File: src/rtl/iord_pkg.sv
`timescale 1ns / 1ps

package iord_pkg;

  // received item as it crosses the input channel
  typedef struct packed {
    logic [1:0] operation;
    logic [7:0] rx_byte;
  } iord_in_t;

  // result item
  typedef struct packed {
    logic        frame_done;
    logic [7:0]  command;
    logic [7:0]  sync_number;
    logic [31:0] input_bits;
    logic [31:0] latch_bits;
    logic [31:0] output_bits;
    logic [15:0] response_ticks;
    logic        waiting;
  } iord_out_t;

  // operation codes on the input channel
  localparam logic [1:0] OP_BYTE    = 2'd0;
  localparam logic [1:0] OP_REQUEST = 2'd1;
  localparam logic [1:0] OP_TICK    = 2'd2;

  // classified work handed from front to back
  localparam logic [1:0] KIND_BYTE    = 2'd0;
  localparam logic [1:0] KIND_REQUEST = 2'd1;
  localparam logic [1:0] KIND_TICK    = 2'd2;
  localparam logic [1:0] KIND_NOP     = 2'd3;

  typedef struct packed {
    logic [1:0] kind;
    logic       is_header;
    logic [7:0] data;
  } iord_cmd_t;

  // configuration register indexes
  localparam int unsigned CFG_IDX_W = 1;
  localparam logic [CFG_IDX_W-1:0] CFG_DEVICE_TYPE   = 1'd0;
  localparam logic [CFG_IDX_W-1:0] CFG_TIMEOUT_TICKS = 1'd1;
  localparam int unsigned CFG_DATA_W = 16;

  // device types
  localparam logic [1:0] DEV_16IN_16OUT = 2'd0;
  localparam logic [1:0] DEV_16OUT      = 2'd1;
  localparam logic [1:0] DEV_32OUT      = 2'd2;

  // frame constants
  localparam logic [7:0] HDR_BYTE       = 8'hAA;
  localparam logic [7:0] CMD_GET_INPUT  = 8'hC0;
  localparam logic [7:0] CMD_GET_OUTPUT = 8'hC5;
  localparam logic [7:0] IO_REG_LEN     = 8'd12;
  localparam logic [7:0] MIN_FRAME_LEN  = 8'd4;
  localparam logic [7:0] LEN_OVERHEAD   = 8'd5;

  localparam int unsigned KEPT_DATA_BYTES = 8;
  localparam int unsigned KEPT_IDX_W      = $clog2(KEPT_DATA_BYTES);

  localparam logic [15:0] DEFAULT_TIMEOUT = 16'd100;
  localparam int unsigned DEFAULT_TICK_W  = 16;

  localparam int unsigned QUEUE_DEPTH = 2;

endpackage

File: src/rtl/iord_front.sv
`timescale 1ns / 1ps

module iord_front (
  input  logic                 in_valid,
  output logic                 in_stall,
  input  iord_pkg::iord_in_t   in_data,
  input  logic                 q_full,
  output logic                 q_push,
  output iord_pkg::iord_cmd_t  q_cmd
);

  // stall from the registered queue fill only
  assign in_stall = q_full;
  assign q_push   = in_valid && !q_full;

  always_comb begin
    q_cmd.data      = in_data.rx_byte;
    q_cmd.is_header = (in_data.rx_byte == iord_pkg::HDR_BYTE);
    case (in_data.operation)
      iord_pkg::OP_BYTE:    q_cmd.kind = iord_pkg::KIND_BYTE;
      iord_pkg::OP_REQUEST: q_cmd.kind = iord_pkg::KIND_REQUEST;
      iord_pkg::OP_TICK:    q_cmd.kind = iord_pkg::KIND_TICK;
      default:              q_cmd.kind = iord_pkg::KIND_NOP;
    endcase
  end

endmodule

File: src/rtl/iord_queue.sv
`timescale 1ns / 1ps

module iord_queue (
  input  logic                 clk,
  input  logic                 rst_n,
  input  logic                 push,
  input  iord_pkg::iord_cmd_t  push_cmd,
  output logic                 full,
  input  logic                 pop,
  output logic                 head_valid,
  output iord_pkg::iord_cmd_t  head_cmd
);

  localparam int unsigned PtrW = (iord_pkg::QUEUE_DEPTH > 1) ?
                                 $clog2(iord_pkg::QUEUE_DEPTH) : 1;
  localparam int unsigned CntW = $clog2(iord_pkg::QUEUE_DEPTH + 1);

  iord_pkg::iord_cmd_t mem_r [iord_pkg::QUEUE_DEPTH];
  logic [PtrW-1:0] wr_ptr_r, wr_ptr_nxt;
  logic [PtrW-1:0] rd_ptr_r, rd_ptr_nxt;
  logic [CntW-1:0] count_r, count_nxt;

  assign full       = (count_r == CntW'(iord_pkg::QUEUE_DEPTH));
  assign head_valid = (count_r != '0);
  assign head_cmd   = mem_r[rd_ptr_r];

  function automatic logic [PtrW-1:0] bump(input logic [PtrW-1:0] p);
    bump = (p == PtrW'(iord_pkg::QUEUE_DEPTH - 1)) ? '0 : p + 1'b1;
  endfunction

  always_comb begin
    wr_ptr_nxt = push ? bump(wr_ptr_r) : wr_ptr_r;
    rd_ptr_nxt = pop ? bump(rd_ptr_r) : rd_ptr_r;
    count_nxt  = count_r + CntW'(push) - CntW'(pop);
  end

  always_ff @(posedge clk) begin
    if (push) begin
      mem_r[wr_ptr_r] <= push_cmd;
    end
  end

  always_ff @(posedge clk) begin
    if (!rst_n) begin
      wr_ptr_r <= '0;
      rd_ptr_r <= '0;
      count_r  <= '0;
    end else begin
      wr_ptr_r <= wr_ptr_nxt;
      rd_ptr_r <= rd_ptr_nxt;
      count_r  <= count_nxt;
    end
  end

endmodule

File: src/rtl/iord_back.sv
`timescale 1ns / 1ps

module iord_back #(
  parameter int unsigned TICK_WIDTH = iord_pkg::DEFAULT_TICK_W
) (
  input  logic                              clk,
  input  logic                              rst_n,
  input  logic                              cfg_valid,
  input  logic [iord_pkg::CFG_IDX_W-1:0]    cfg_index,
  input  logic [iord_pkg::CFG_DATA_W-1:0]   cfg_data,
  input  logic                              head_valid,
  input  iord_pkg::iord_cmd_t               head_cmd,
  output logic                              pop,
  output logic                              out_valid,
  input  logic                              out_stall,
  output iord_pkg::iord_out_t               out_data
);

  localparam int unsigned CmpW = (TICK_WIDTH > 16) ? TICK_WIDTH : 16;
  localparam logic [TICK_WIDTH-1:0] TickMax = {TICK_WIDTH{1'b1}};

  localparam logic [2:0] PH_HUNT   = 3'd0;
  localparam logic [2:0] PH_LEN    = 3'd1;
  localparam logic [2:0] PH_SYNC   = 3'd2;
  localparam logic [2:0] PH_RSV    = 3'd3;
  localparam logic [2:0] PH_CMD    = 3'd4;
  localparam logic [2:0] PH_STATUS = 3'd5;
  localparam logic [2:0] PH_DATA   = 3'd6;

  logic [1:0]  dev_type_r;
  logic [15:0] timeout_r;

  logic [2:0]  phase_r, phase_nxt;
  logic [7:0]  idx_r, idx_nxt;
  logic [7:0]  len_r, len_nxt;
  logic [7:0]  fcmd_r, fcmd_nxt;
  logic [7:0]  fsync_r, fsync_nxt;
  logic [8*iord_pkg::KEPT_DATA_BYTES-1:0] cap_r, cap_nxt;
  logic [31:0] in_word_r, in_word_nxt;
  logic [31:0] latch_r, latch_nxt;
  logic [31:0] outw_r, outw_nxt;
  logic [TICK_WIDTH-1:0] elapsed_r, elapsed_nxt;
  logic [TICK_WIDTH-1:0] resp_r, resp_nxt;
  logic        await_r, await_nxt;
  logic [7:0]  dcmd_r, dcmd_nxt;
  logic [7:0]  dsync_r, dsync_nxt;
  logic        done;
  logic [CmpW-1:0] resp_wide;

  logic                out_valid_r, out_valid_nxt;
  iord_pkg::iord_out_t out_data_r, out_data_nxt;

  assign pop       = head_valid && (!out_valid_r || !out_stall);
  assign out_valid = out_valid_r;
  assign out_data  = out_data_r;

  always_comb begin
    phase_nxt   = phase_r;
    idx_nxt     = idx_r;
    len_nxt     = len_r;
    fcmd_nxt    = fcmd_r;
    fsync_nxt   = fsync_r;
    cap_nxt     = cap_r;
    in_word_nxt = in_word_r;
    latch_nxt   = latch_r;
    outw_nxt    = outw_r;
    elapsed_nxt = elapsed_r;
    resp_nxt    = resp_r;
    await_nxt   = await_r;
    dcmd_nxt    = dcmd_r;
    dsync_nxt   = dsync_r;
    done        = 1'b0;

    case (head_cmd.kind)
      iord_pkg::KIND_BYTE: begin
        case (phase_r)
          PH_LEN: begin
            len_nxt   = head_cmd.data;
            phase_nxt = PH_SYNC;
          end
          PH_SYNC: begin
            fsync_nxt = head_cmd.data;
            phase_nxt = PH_RSV;
          end
          PH_RSV: phase_nxt = PH_CMD;
          PH_CMD: begin
            fcmd_nxt  = head_cmd.data;
            phase_nxt = PH_STATUS;
          end
          PH_STATUS: begin
            // bad status or no data bytes drops the frame
            phase_nxt = (head_cmd.data != 8'd0 || len_r <= iord_pkg::MIN_FRAME_LEN) ?
                        PH_HUNT : PH_DATA;
          end
          PH_DATA: begin
            if (idx_r < 8'(iord_pkg::KEPT_DATA_BYTES)) begin
              cap_nxt[{idx_r[iord_pkg::KEPT_IDX_W-1:0], 3'b000} +: 8] =
                cap_r[{idx_r[iord_pkg::KEPT_IDX_W-1:0], 3'b000} +: 8] | head_cmd.data;
            end
            if ({1'b0, idx_r} + {1'b0, iord_pkg::LEN_OVERHEAD} == {1'b0, len_r}) begin
              done      = 1'b1;
              resp_nxt  = elapsed_r;
              await_nxt = 1'b0;
              phase_nxt = PH_HUNT;
              dcmd_nxt  = fcmd_r;
              dsync_nxt = fsync_r;
              if (len_r == iord_pkg::IO_REG_LEN) begin
                if (fcmd_r == iord_pkg::CMD_GET_INPUT) begin
                  in_word_nxt = cap_nxt[31:0];
                  latch_nxt   = cap_nxt[63:32];
                end else if (fcmd_r == iord_pkg::CMD_GET_OUTPUT) begin
                  if (dev_type_r == iord_pkg::DEV_16IN_16OUT) begin
                    outw_nxt = {cap_nxt[31:16], outw_r[15:0]};
                  end else if (dev_type_r == iord_pkg::DEV_16OUT ||
                               dev_type_r == iord_pkg::DEV_32OUT) begin
                    outw_nxt = cap_nxt[31:0];
                  end
                end
              end
            end else begin
              idx_nxt = idx_r + 8'd1;
            end
          end
          default: begin
            if (head_cmd.is_header) begin
              phase_nxt = PH_LEN;
              idx_nxt   = '0;
              cap_nxt   = '0;
            end else begin
              phase_nxt = PH_HUNT;
            end
          end
        endcase
      end
      iord_pkg::KIND_REQUEST: begin
        elapsed_nxt = '0;
        await_nxt   = 1'b1;
      end
      iord_pkg::KIND_TICK: begin
        if (elapsed_r != TickMax) begin
          elapsed_nxt = elapsed_r + 1'b1;
        end
        if (CmpW'(elapsed_nxt) > CmpW'(timeout_r)) begin
          phase_nxt = PH_HUNT;
          await_nxt = 1'b0;
        end
      end
      default: ;
    endcase
  end

  assign resp_wide = CmpW'(resp_nxt);

  always_comb begin
    out_data_nxt.frame_done     = done;
    out_data_nxt.command        = dcmd_nxt;
    out_data_nxt.sync_number    = dsync_nxt;
    out_data_nxt.input_bits     = in_word_nxt;
    out_data_nxt.latch_bits     = latch_nxt;
    out_data_nxt.output_bits    = outw_nxt;
    out_data_nxt.response_ticks = (resp_wide > CmpW'(16'hFFFF)) ? 16'hFFFF : resp_wide[15:0];
    out_data_nxt.waiting        = await_nxt;
    if (pop) begin
      out_valid_nxt = 1'b1;
    end else if (!out_stall) begin
      out_valid_nxt = 1'b0;
    end else begin
      out_valid_nxt = out_valid_r;
    end
  end

  always_ff @(posedge clk) begin
    if (!rst_n) begin
      dev_type_r <= iord_pkg::DEV_32OUT;
      timeout_r  <= iord_pkg::DEFAULT_TIMEOUT;
    end else if (cfg_valid) begin
      case (cfg_index)
        iord_pkg::CFG_DEVICE_TYPE:   dev_type_r <= cfg_data[1:0];
        iord_pkg::CFG_TIMEOUT_TICKS: timeout_r  <= cfg_data;
        default: ;
      endcase
    end
  end

  always_ff @(posedge clk) begin
    if (!rst_n) begin
      phase_r     <= PH_HUNT;
      idx_r       <= '0;
      len_r       <= '0;
      fcmd_r      <= '0;
      fsync_r     <= '0;
      cap_r       <= '0;
      in_word_r   <= '0;
      latch_r     <= '0;
      outw_r      <= '0;
      elapsed_r   <= '0;
      resp_r      <= '0;
      await_r     <= 1'b0;
      dcmd_r      <= '0;
      dsync_r     <= '0;
      out_valid_r <= 1'b0;
    end else begin
      out_valid_r <= out_valid_nxt;
      if (pop) begin
        phase_r   <= phase_nxt;
        idx_r     <= idx_nxt;
        len_r     <= len_nxt;
        fcmd_r    <= fcmd_nxt;
        fsync_r   <= fsync_nxt;
        cap_r     <= cap_nxt;
        in_word_r <= in_word_nxt;
        latch_r   <= latch_nxt;
        outw_r    <= outw_nxt;
        elapsed_r <= elapsed_nxt;
        resp_r    <= resp_nxt;
        await_r   <= await_nxt;
        dcmd_r    <= dcmd_nxt;
        dsync_r   <= dsync_nxt;
      end
    end
  end

  always_ff @(posedge clk) begin
    if (pop) begin
      out_data_r <= out_data_nxt;
    end
  end

endmodule

File: src/rtl/io_module_response_deframer.sv
`timescale 1ns / 1ps
// throughput: one item per clock while no held result is stalled, set by the parse step in the back end
// path: an accepted item is stored in the queue register, then its result in the output register
// a two-entry queue between front and back takes two more items while a result is held,
// then the input stalls
// reset (rst_n low, synchronous): parser in header hunt, all words and counters zero,
// device type 2 and timeout 100 ticks; no items are in flight afterwards
module io_module_response_deframer #(
  parameter int unsigned TICK_WIDTH = iord_pkg::DEFAULT_TICK_W
) (
  input  logic                             clk,
  input  logic                             rst_n,
  // input item channel
  input  logic                             in_valid,
  output logic                             in_stall,
  input  iord_pkg::iord_in_t               in_data,
  // result channel
  output logic                             out_valid,
  input  logic                             out_stall,
  output iord_pkg::iord_out_t              out_data,
  // configuration writes
  input  logic                             cfg_valid,
  output logic                             cfg_ready,
  input  logic [iord_pkg::CFG_IDX_W-1:0]   cfg_index,
  input  logic [iord_pkg::CFG_DATA_W-1:0]  cfg_data
);

  // front to queue
  logic                q_push;
  logic                q_full;
  iord_pkg::iord_cmd_t q_cmd;

  // queue to back
  logic                head_valid;
  iord_pkg::iord_cmd_t head_cmd;
  logic                pop;

  // config writes are taken in any cycle
  assign cfg_ready = 1'b1;

  // front: decode the operation and flag the header byte
  iord_front u_front (
    .in_valid (in_valid),
    .in_stall (in_stall),
    .in_data  (in_data),
    .q_full   (q_full),
    .q_push   (q_push),
    .q_cmd    (q_cmd)
  );

  // short queue decoupling the two sides
  iord_queue u_queue (
    .clk        (clk),
    .rst_n      (rst_n),
    .push       (q_push),
    .push_cmd   (q_cmd),
    .full       (q_full),
    .pop        (pop),
    .head_valid (head_valid),
    .head_cmd   (head_cmd)
  );

  // back: frame parser, tick timer, word update and result register
  iord_back #(
    .TICK_WIDTH (TICK_WIDTH)
  ) u_back (
    .clk        (clk),
    .rst_n      (rst_n),
    .cfg_valid  (cfg_valid && cfg_ready),
    .cfg_index  (cfg_index),
    .cfg_data   (cfg_data),
    .head_valid (head_valid),
    .head_cmd   (head_cmd),
    .pop        (pop),
    .out_valid  (out_valid),
    .out_stall  (out_stall),
    .out_data   (out_data)
  );

endmodule

File: config.mk
export PLATFORM = sky130hd
export DESIGN_NAME = io_module_response_deframer
export DESIGN_NICKNAME = d
export VERILOG_FILES = /design/src/rtl/iord_pkg.sv /design/src/rtl/iord_front.sv /design/src/rtl/iord_queue.sv /design/src/rtl/iord_back.sv /design/src/rtl/io_module_response_deframer.sv
export SDC_FILE = /design/constraint.sdc
export NUM_CORES = 1
export LEC_CHECK = 0
export BUFFER_PORTS_ARGS = -buffer_cell sky130_fd_sc_hd__buf_4
export CAP_MARGIN = 0
export CELL_PAD_IN_SITES_DETAIL_PLACEMENT = 0
export CELL_PAD_IN_SITES_GLOBAL_PLACEMENT = 1
export CORE_UTILIZATION = 47
export DETAILED_ROUTE_END_ITERATION = 10
export GPL_TIMING_DRIVEN = 1
export MAX_ROUTING_LAYER = met4
export PLACE_DENSITY_LB_ADDON = 0.15
export SLEW_MARGIN = 30
export SYNTH_ARGS = -nofsm -noshare
export SYNTH_HDL_FRONTEND = slang
export SYNTH_SLANG_ARGS = --single-unit
File: constraint.sdc
create_clock -name clk -period 8.4 [get_ports clk]
set_clock_uncertainty 0.1 [all_clocks]
set_input_delay 0.84 -clock clk [delete_from_list [all_inputs] [get_ports clk]]
set_output_delay 0.84 -clock clk [all_outputs]
set_load 0.05 [all_outputs]
==> results.cfg, run 1 <==
[setup_path]
path_cells = and4_1 -> nand3_1 -> nor4_1 -> nor4_1 -> xor2_1 -> ha_1 -> nand4_1 -> nor4_1 -> o21ai_0 -> a31oi_1 -> o2111ai_1 -> mux2_2
timing.critical_path.slowest_stage_cell = sky130_fd_sc_hd__nor4_1
crit_cells = 12
slowest_delay_ps = 820
worstSetupEndpointType = flip-flop
cp.arrival_ps = 4920
rr_worst_depth = 12
crit_path_frequent_cell = sky130_fd_sc_hd__nor4_1
critical_path_buf_inv_count = 0
required_ps = 8760
setup.worst_path.class = flip-flop to flip-flop
critPathTopFamily = simple AND/OR/NAND/NOR gates
worstPathMaxFanout = 10
register_to_register_setup_slack_ps = 3840
critical_path.startpoint_type = flip-flop

[layout]
area.sequential_mm2 = 0.00993
post_route_cells_drive_above_1_share_pct = 23.0
multi_input_comb_area_mm2 = 0.00844
area_added_between_synthesis_and_finish_pct = 16.1
fin_nets = 2030
stdcell_area_mm2 = 0.0222
layout_common_cells = sky130_fd_sc_hd__dfxtp_1 (268), sky130_fd_sc_hd__buf_4 (187), sky130_fd_sc_hd__nand2_1 (182)
antenna_cells = 0
fillers = 3501
mostFrequentLayoutCell = sky130_fd_sc_hd__dfxtp_1

[cts]
clkLatencyLatePin_ps = 590
postCtsResizedCells = 0
cts-buffers-inserted = 46
post-cts-setup-buffers = 0
cts_root_buffer = sky130_fd_sc_hd__clkbuf_16
tritoncts = yes
numClockSinks = 420
post_cts_hold_buffer_count = 0
max-clock-path-buffers = 3
h_tree_levels = 2
clkTransAtPathRegs_ps = 60

[yosys]
synth_sequential_area_ratio_pct = 51.9
syn_nets = 1952
postSynth.asyncResetShare_pct = 0
post_synth_num_cell_types = 75
synth.ff_latch_count = 420
yosys_most_used_dff = sky130_fd_sc_hd__dfxtp_1
synthesis.instances = 1893
synth.cell_area_mm2 = 0.0191
yosysWarningCount = 0
syn_area_per_cell_um2 = 10.1
synth-edff-count = 152

[sta]
max_freq_mhz = 219
hold_violations = 0
max_slew_margin_pct = 36.7
final-max-slew-violation-count = 0
timing.final.crit_period_ps = 4560
finalSetupTns_ps = 0
setup_viol_count_final = 0
worst_pin_slew_ps = 946
final_min_period_over_clock_period_pct = 54.3
grt_setup_unrepaired = false

[detailed_routing]
detail_route.first_pass.iterations = 5
drc = 0
drt_total_wl_um = 50600
routed-via-count = 15000
drtIter0Drc = 1098
drt-vias-per-instance = 5.90
drt.antenna.violating_nets = 0
avgRoutedWirePerCell_um = 20.0

[global_route]
wire_length_of_the_first_global_routing_pass_um = 78900
gr-usage-met1_pct = 33.1
grt_start_max_net_pins = 102
via_count_of_the_first_global_routing_pass = 14000
grt_util_met3_pct = 3.28
antenna_found_initial = 0
global_route.usage.total_pct = 24.7
grt.busiest_layer = met2
globalRouteOverflowTotal = 0
gr-usage-met2_pct = 38.4

[placement]
dp_hpwl_um = 32100
placed_area_mm2 = 0.0206
port-buffer-count = 163
routabilityCongestion = 0.829

[status]
outcome = finished clean

[floorplanning]
design.core.area_mm2 = 0.0399
pin_count = 165
num_rows = 73
die_width_um = 204
floorplan.initialDensity_pct = 47.9
chipHeight_um = 204
die_area_mm2 = 0.0415

[run]
cap_violations = 0

[hold_path]
worst_hold_path.num_cells = 2
hold_path_class = flip-flop to flip-flop

[power_and_ir_drop]
leakage_nw = 8.12
ir_drop_mv = 0.245
power-per-cell-area_mw_per_mm2 = 310
-- path summary, 6_finish.rpt --
check,start,to
hold / removal,u_back.timeout_r[4],u_back.timeout_r[4]
setup / recovery,u_back.elapsed_r[3],u_back.phase_r[1]
setup reg to reg,u_back.elapsed_r[3],u_back.phase_r[1]
hold reg to reg,u_back.timeout_r[4],u_back.timeout_r[4]
-- report_power, final --
group	leakage, nW	switching [mW]	internal, mW	total, mW
Combinational	3.76	1.66	0.487	2.14
Clock	0.760	0.847	1.25	2.10
Sequential	3.60	0.144	2.51	2.65
Total	8.12	2.65	4.25	6.89
-- routing by layer --
metal / wire, um / part of all wire, % / vias to the layer above
li1: - / - / 7130
met1: 22700 / 45 / 7316
met2: 24100 / 48 / 416
met3: 2380 / 4.7 / 99
met4: 1370 / 2.7 / 0
met5: 0 / 0 / -
-- flip-flops by register name, indices dropped and copies added (netlist names), 2 cells and up, named ones only --
signal and cells:
u_back.timeout_r 16, u_back.len_r 8, u_back.dsync_r 8, u_queue.mem_r 22, u_back.fsync_r 8, u_back.out_data 130, u_queue.count_r 2, u_back.outw_r 32
u_back.phase_r 3, u_back.latch_r 32, u_back.resp_r 16, u_back.dcmd_r 8, u_back.cap_r 64, u_back.idx_r 8, u_back.dev_type_r 2, u_back.fcmd_r 8
u_back.in_word_r 32, u_back.elapsed_r 16
-- synth_stat cells (12+ instances only) --
library cell | count | area share, %
sky130_fd_sc_hd__dfxtp_1 | 268 | 28
sky130_fd_sc_hd__nand2_1 | 182 | 3.6
sky130_fd_sc_hd__a21oi_1 | 181 | 4.7
sky130_fd_sc_hd__mux2_2 | 157 | 9.2
sky130_fd_sc_hd__edfxtp_1 | 152 | 24
sky130_fd_sc_hd__o21ai_0 | 149 | 3.9
sky130_fd_sc_hd__nor2_1 | 132 | 2.6
sky130_fd_sc_hd__clkbuf_1 | 117 | 2.3
sky130_fd_sc_hd__nand4_1 | 108 | 3.5
sky130_fd_sc_hd__a22oi_1 | 64 | 2.5
sky130_fd_sc_hd__nand3_1 | 57 | 1.5
sky130_fd_sc_hd__inv_1 | 38 | 0.75
sky130_fd_sc_hd__ha_1 | 27 | 1.8
sky130_fd_sc_hd__buf_2 | 23 | 0.60
sky130_fd_sc_hd__a211oi_1 | 20 | 0.78
sky130_fd_sc_hd__mux4_2 | 16 | 1.9
sky130_fd_sc_hd__xnor2_1 | 15 | 0.69
sky130_fd_sc_hd__mux2i_1 | 14 | 0.73
sky130_fd_sc_hd__buf_1 | 12 | 0.24
-- cell families (layout without fill, tap and decap cells) --
kind of cell,Yosys count,count (layout),share of synthesized area [%]
fa+ha+maj,27,27,1.77
simple gates,562,562,14.6
mux,193,193,12.2
other cells,1,1,0.0196
buf+inv,202,318,4.31
xor+xnor,24,24,1.10
flops,420,420,51.9
compound gates,464,464,14.1
-- through the flow --
stage	utilization, %	total power, mW	worst slack [ps]	hold slack [ps]	cells
CTS	55.7	6.95	3830	324	2534
detailed placement	51.7	4.83	3830	350	2448
global placement	51.6	4.83	3970	349	2446
floorplan	-	4.15	1480	336	1893
finish	55.7	6.89	3840	355	2534
global route	55.7	7.14	3370	336	2534
-- cell type report --
cell class / count / area share (%)
inverters: 40 / 0.732
repair buffers: 192 / 6.59
well taps: 525 / 2.96
clock inverters: 19 / 1.11
clock buffers: 67 / 5.95
multi-input cells: 1271 / 38.0
flip-flops and latches: 420 / 44.7
-- tightest hold or removal path, stage by stage, from the launching register on --
cell and delay [ps]:
sky130_fd_sc_hd__dfxtp_1 310, sky130_fd_sc_hd__nand2_1 50, sky130_fd_sc_hd__a21oi_1 50
Note: power is estimated with default switching activity, not from simulation.
==> run 2: changes to the inputs <==
==> constraint.sdc (replaced) <==
create_clock -name clk -period 4.3 [get_ports clk]
set_clock_uncertainty 0.1 [all_clocks]
set_input_delay 0.43 -clock clk [delete_from_list [all_inputs] [get_ports clk]]
set_output_delay 0.43 -clock clk [all_outputs]
set_load 0.05 [all_outputs]
==> results.cfg, run 2 (synthesis results as in run 1) <==
[global_route]
antenna_found_initial = 0
globalRouteOverflowTotal = 0
via_count_of_the_first_global_routing_pass = 14400
grt_start_max_net_pins = 102
wire_length_of_the_first_global_routing_pass_um = 81500
global_route.usage.total_pct = 25.4

[detailed_routing]
drt.antenna.violating_nets = 0
drc = 0
drt_total_wl_um = 51300
routed-via-count = 15100
drtIter0Drc = 1247
avgRoutedWirePerCell_um = 20.0
detail_route.first_pass.iterations = 6
drt-vias-per-instance = 5.88

[power_and_ir_drop]
intPower_mw = 8.04
power.share.clock_pct = 28.5
switchingPower_mw = 5.11
switching_share_pct = 38.9
ir_drop_mv = 0.486
leakage_nw = 8.24
power.combinational.fraction_pct = 32.4
power-per-cell-area_mw_per_mm2 = 586
power.total_mw = 13.1
p_seq_share_pct = 39.2

[setup_path]
worstPathMaxFanout = 10
rr_worst_depth = 13
register_to_register_setup_slack_ps = 290
required_ps = 4650
critical_path.startpoint_type = flip-flop
worstSetupEndpointType = flip-flop
cp.arrival_ps = 4360
critical_path.reg2reg.endpoint = u_back.phase_r[1]
setup.worst_path.class = flip-flop to flip-flop
worst_r2r_startpoint = u_back.elapsed_r[3]

[floorplanning]
design.core.area_mm2 = 0.0399
die_width_um = 204
pin_count = 165
floorplan.initialDensity_pct = 47.9
chipHeight_um = 204
die_area_mm2 = 0.0415
num_rows = 73

[sta]
max_slew_margin_pct = 34.4
final_min_period_over_clock_period_pct = 93.3
max_freq_mhz = 249
final-max-slew-violation-count = 0
setup_viol_count_final = 0
worst_pin_slew_ps = 956
timing.hold.ws_ps = 27.9
grt_setup_unrepaired = false
hold_violations = 0
timing.final.crit_period_ps = 4010
finalSetupTns_ps = 0

[placement]
routabilityCongestion = 0.857
dp_hpwl_um = 32700
port-buffer-count = 163
total_instance_count_after_detailed_placement = 2464

[layout]
post_route_cells_drive_above_1_share_pct = 23.5
mostFrequentLayoutCell = sky130_fd_sc_hd__dfxtp_1
stdcell_count = 2564
area_added_between_synthesis_and_finish_pct = 17.3
layout_common_cells = sky130_fd_sc_hd__dfxtp_1 (267), sky130_fd_sc_hd__buf_4 (201), sky130_fd_sc_hd__nand2_1 (182)
largest_register_ff_count = 130
antenna_cells = 0
fillers = 3483
fin_nets = 2062

[cts]
cts_root_buffer = sky130_fd_sc_hd__clkbuf_16
clkLatencyLatePin_ps = 570
clkTransAtPathRegs_ps = 60
tritoncts = yes
numClockSinks = 420
h_tree_levels = 2
cts-buffers-inserted = 45
max-clock-path-buffers = 3
post-cts-setup-buffers = 0

[hold_path]
hold_path_class = input pin to flip-flop
timing.hold.worst.start = cfg_data[0]
worst_hold_path.num_cells = 3
hold_end = u_back.dev_type_r[0]

[run]
cap_violations = 0

[status]
outcome = finished clean
-- run 2: worst max-delay path, stage by stage (launching register included) --
cell                        delay [ps]
sky130_fd_sc_hd__dfxtp_1           490
sky130_fd_sc_hd__and4_1            280
sky130_fd_sc_hd__nand3_1           100
sky130_fd_sc_hd__or4_1             660
sky130_fd_sc_hd__nand2b_1          200
sky130_fd_sc_hd__nor2_1             70
sky130_fd_sc_hd__xor2_1            150
sky130_fd_sc_hd__ha_1              320
sky130_fd_sc_hd__nand4_1           120
sky130_fd_sc_hd__nor4_1            310
sky130_fd_sc_hd__o21ai_0           140
sky130_fd_sc_hd__a31oi_1           370
sky130_fd_sc_hd__o2111ai_2         260
sky130_fd_sc_hd__mux2_2            330
-- run 2: how the worst max path moves through the flow --
stage | startpoint | endpoint | slack, ps | cells after the start
CTS | u_back.elapsed_r[3] | u_back.phase_r[1] | 270 | 13
global placement | u_back.elapsed_r[4] | u_back.phase_r[1] | 350 | 13
floorplan | u_back.elapsed_r[4] | u_back.phase_r[1] | 440 | 16
global route | u_back.elapsed_r[3] | u_back.phase_r[1] | 4 | 13
detailed placement | u_back.elapsed_r[4] | u_back.phase_r[1] | 290 | 13
finish | u_back.elapsed_r[3] | u_back.phase_r[1] | 290 | 13
-- run 2: power by group through the flow --
stage	Combinational, mW	Sequential [mW]	Clock (mW)
after floorplan	0.937	7.10	0
after global placement	4.24	5.23	0
after detailed placement	4.26	5.23	0
after CTS	4.27	5.17	3.84
after global routing	4.44	5.21	3.99
final	4.25	5.15	3.74
-- run 2: final cells by class --
| type | count | area, um^2 | share of cell area, % |
|---|---|---|---|
| tap | 525 | 657 | 2.93 |
| inverter | 40 | 163 | 0.725 |
| sequential | 420 | 9930 | 44.2 |
| timing repair buffer | 225 | 1820 | 8.10 |
| clock inverter | 19 | 130 | 0.580 |
| multi-input combinational | 1271 | 8450 | 37.6 |
| clock buffer | 64 | 1300 | 5.79 |
-- run 2: timing repair --
| action | in CTS | in global routing |
|---|---|---|
| endpoints found under the hold margin | 27 | 0 |
| hold buffers | 17 | 0 |
| endpoints found under the setup margin | 0 | 1 |
| resized for setup | 0 | 2 |
-- run 2: metal layers --
layer	wire (um)	share of wire (%)	vias to the layer above	global-route usage [%]
met5	0	0	-	-
met4	1120	2.2	0	7.28
li1	-	-	7172	-
met1	23000	45	7431	33.9
met3	2250	4.4	66	3.55
met2	24900	49	403	40.3
-- run 2: stage by stage --
step / worst slack, ps / utilization [%] / instance area, um^2
detailed placement: 293 / 52.2 / 20800
CTS: 271 / 56.2 / 22400
global route: 4.43 / 56.2 / 22400
floorplan: 436 / - / 19100
finish: 286 / 56.2 / 22400
global placement: 347 / 52.2 / 20800
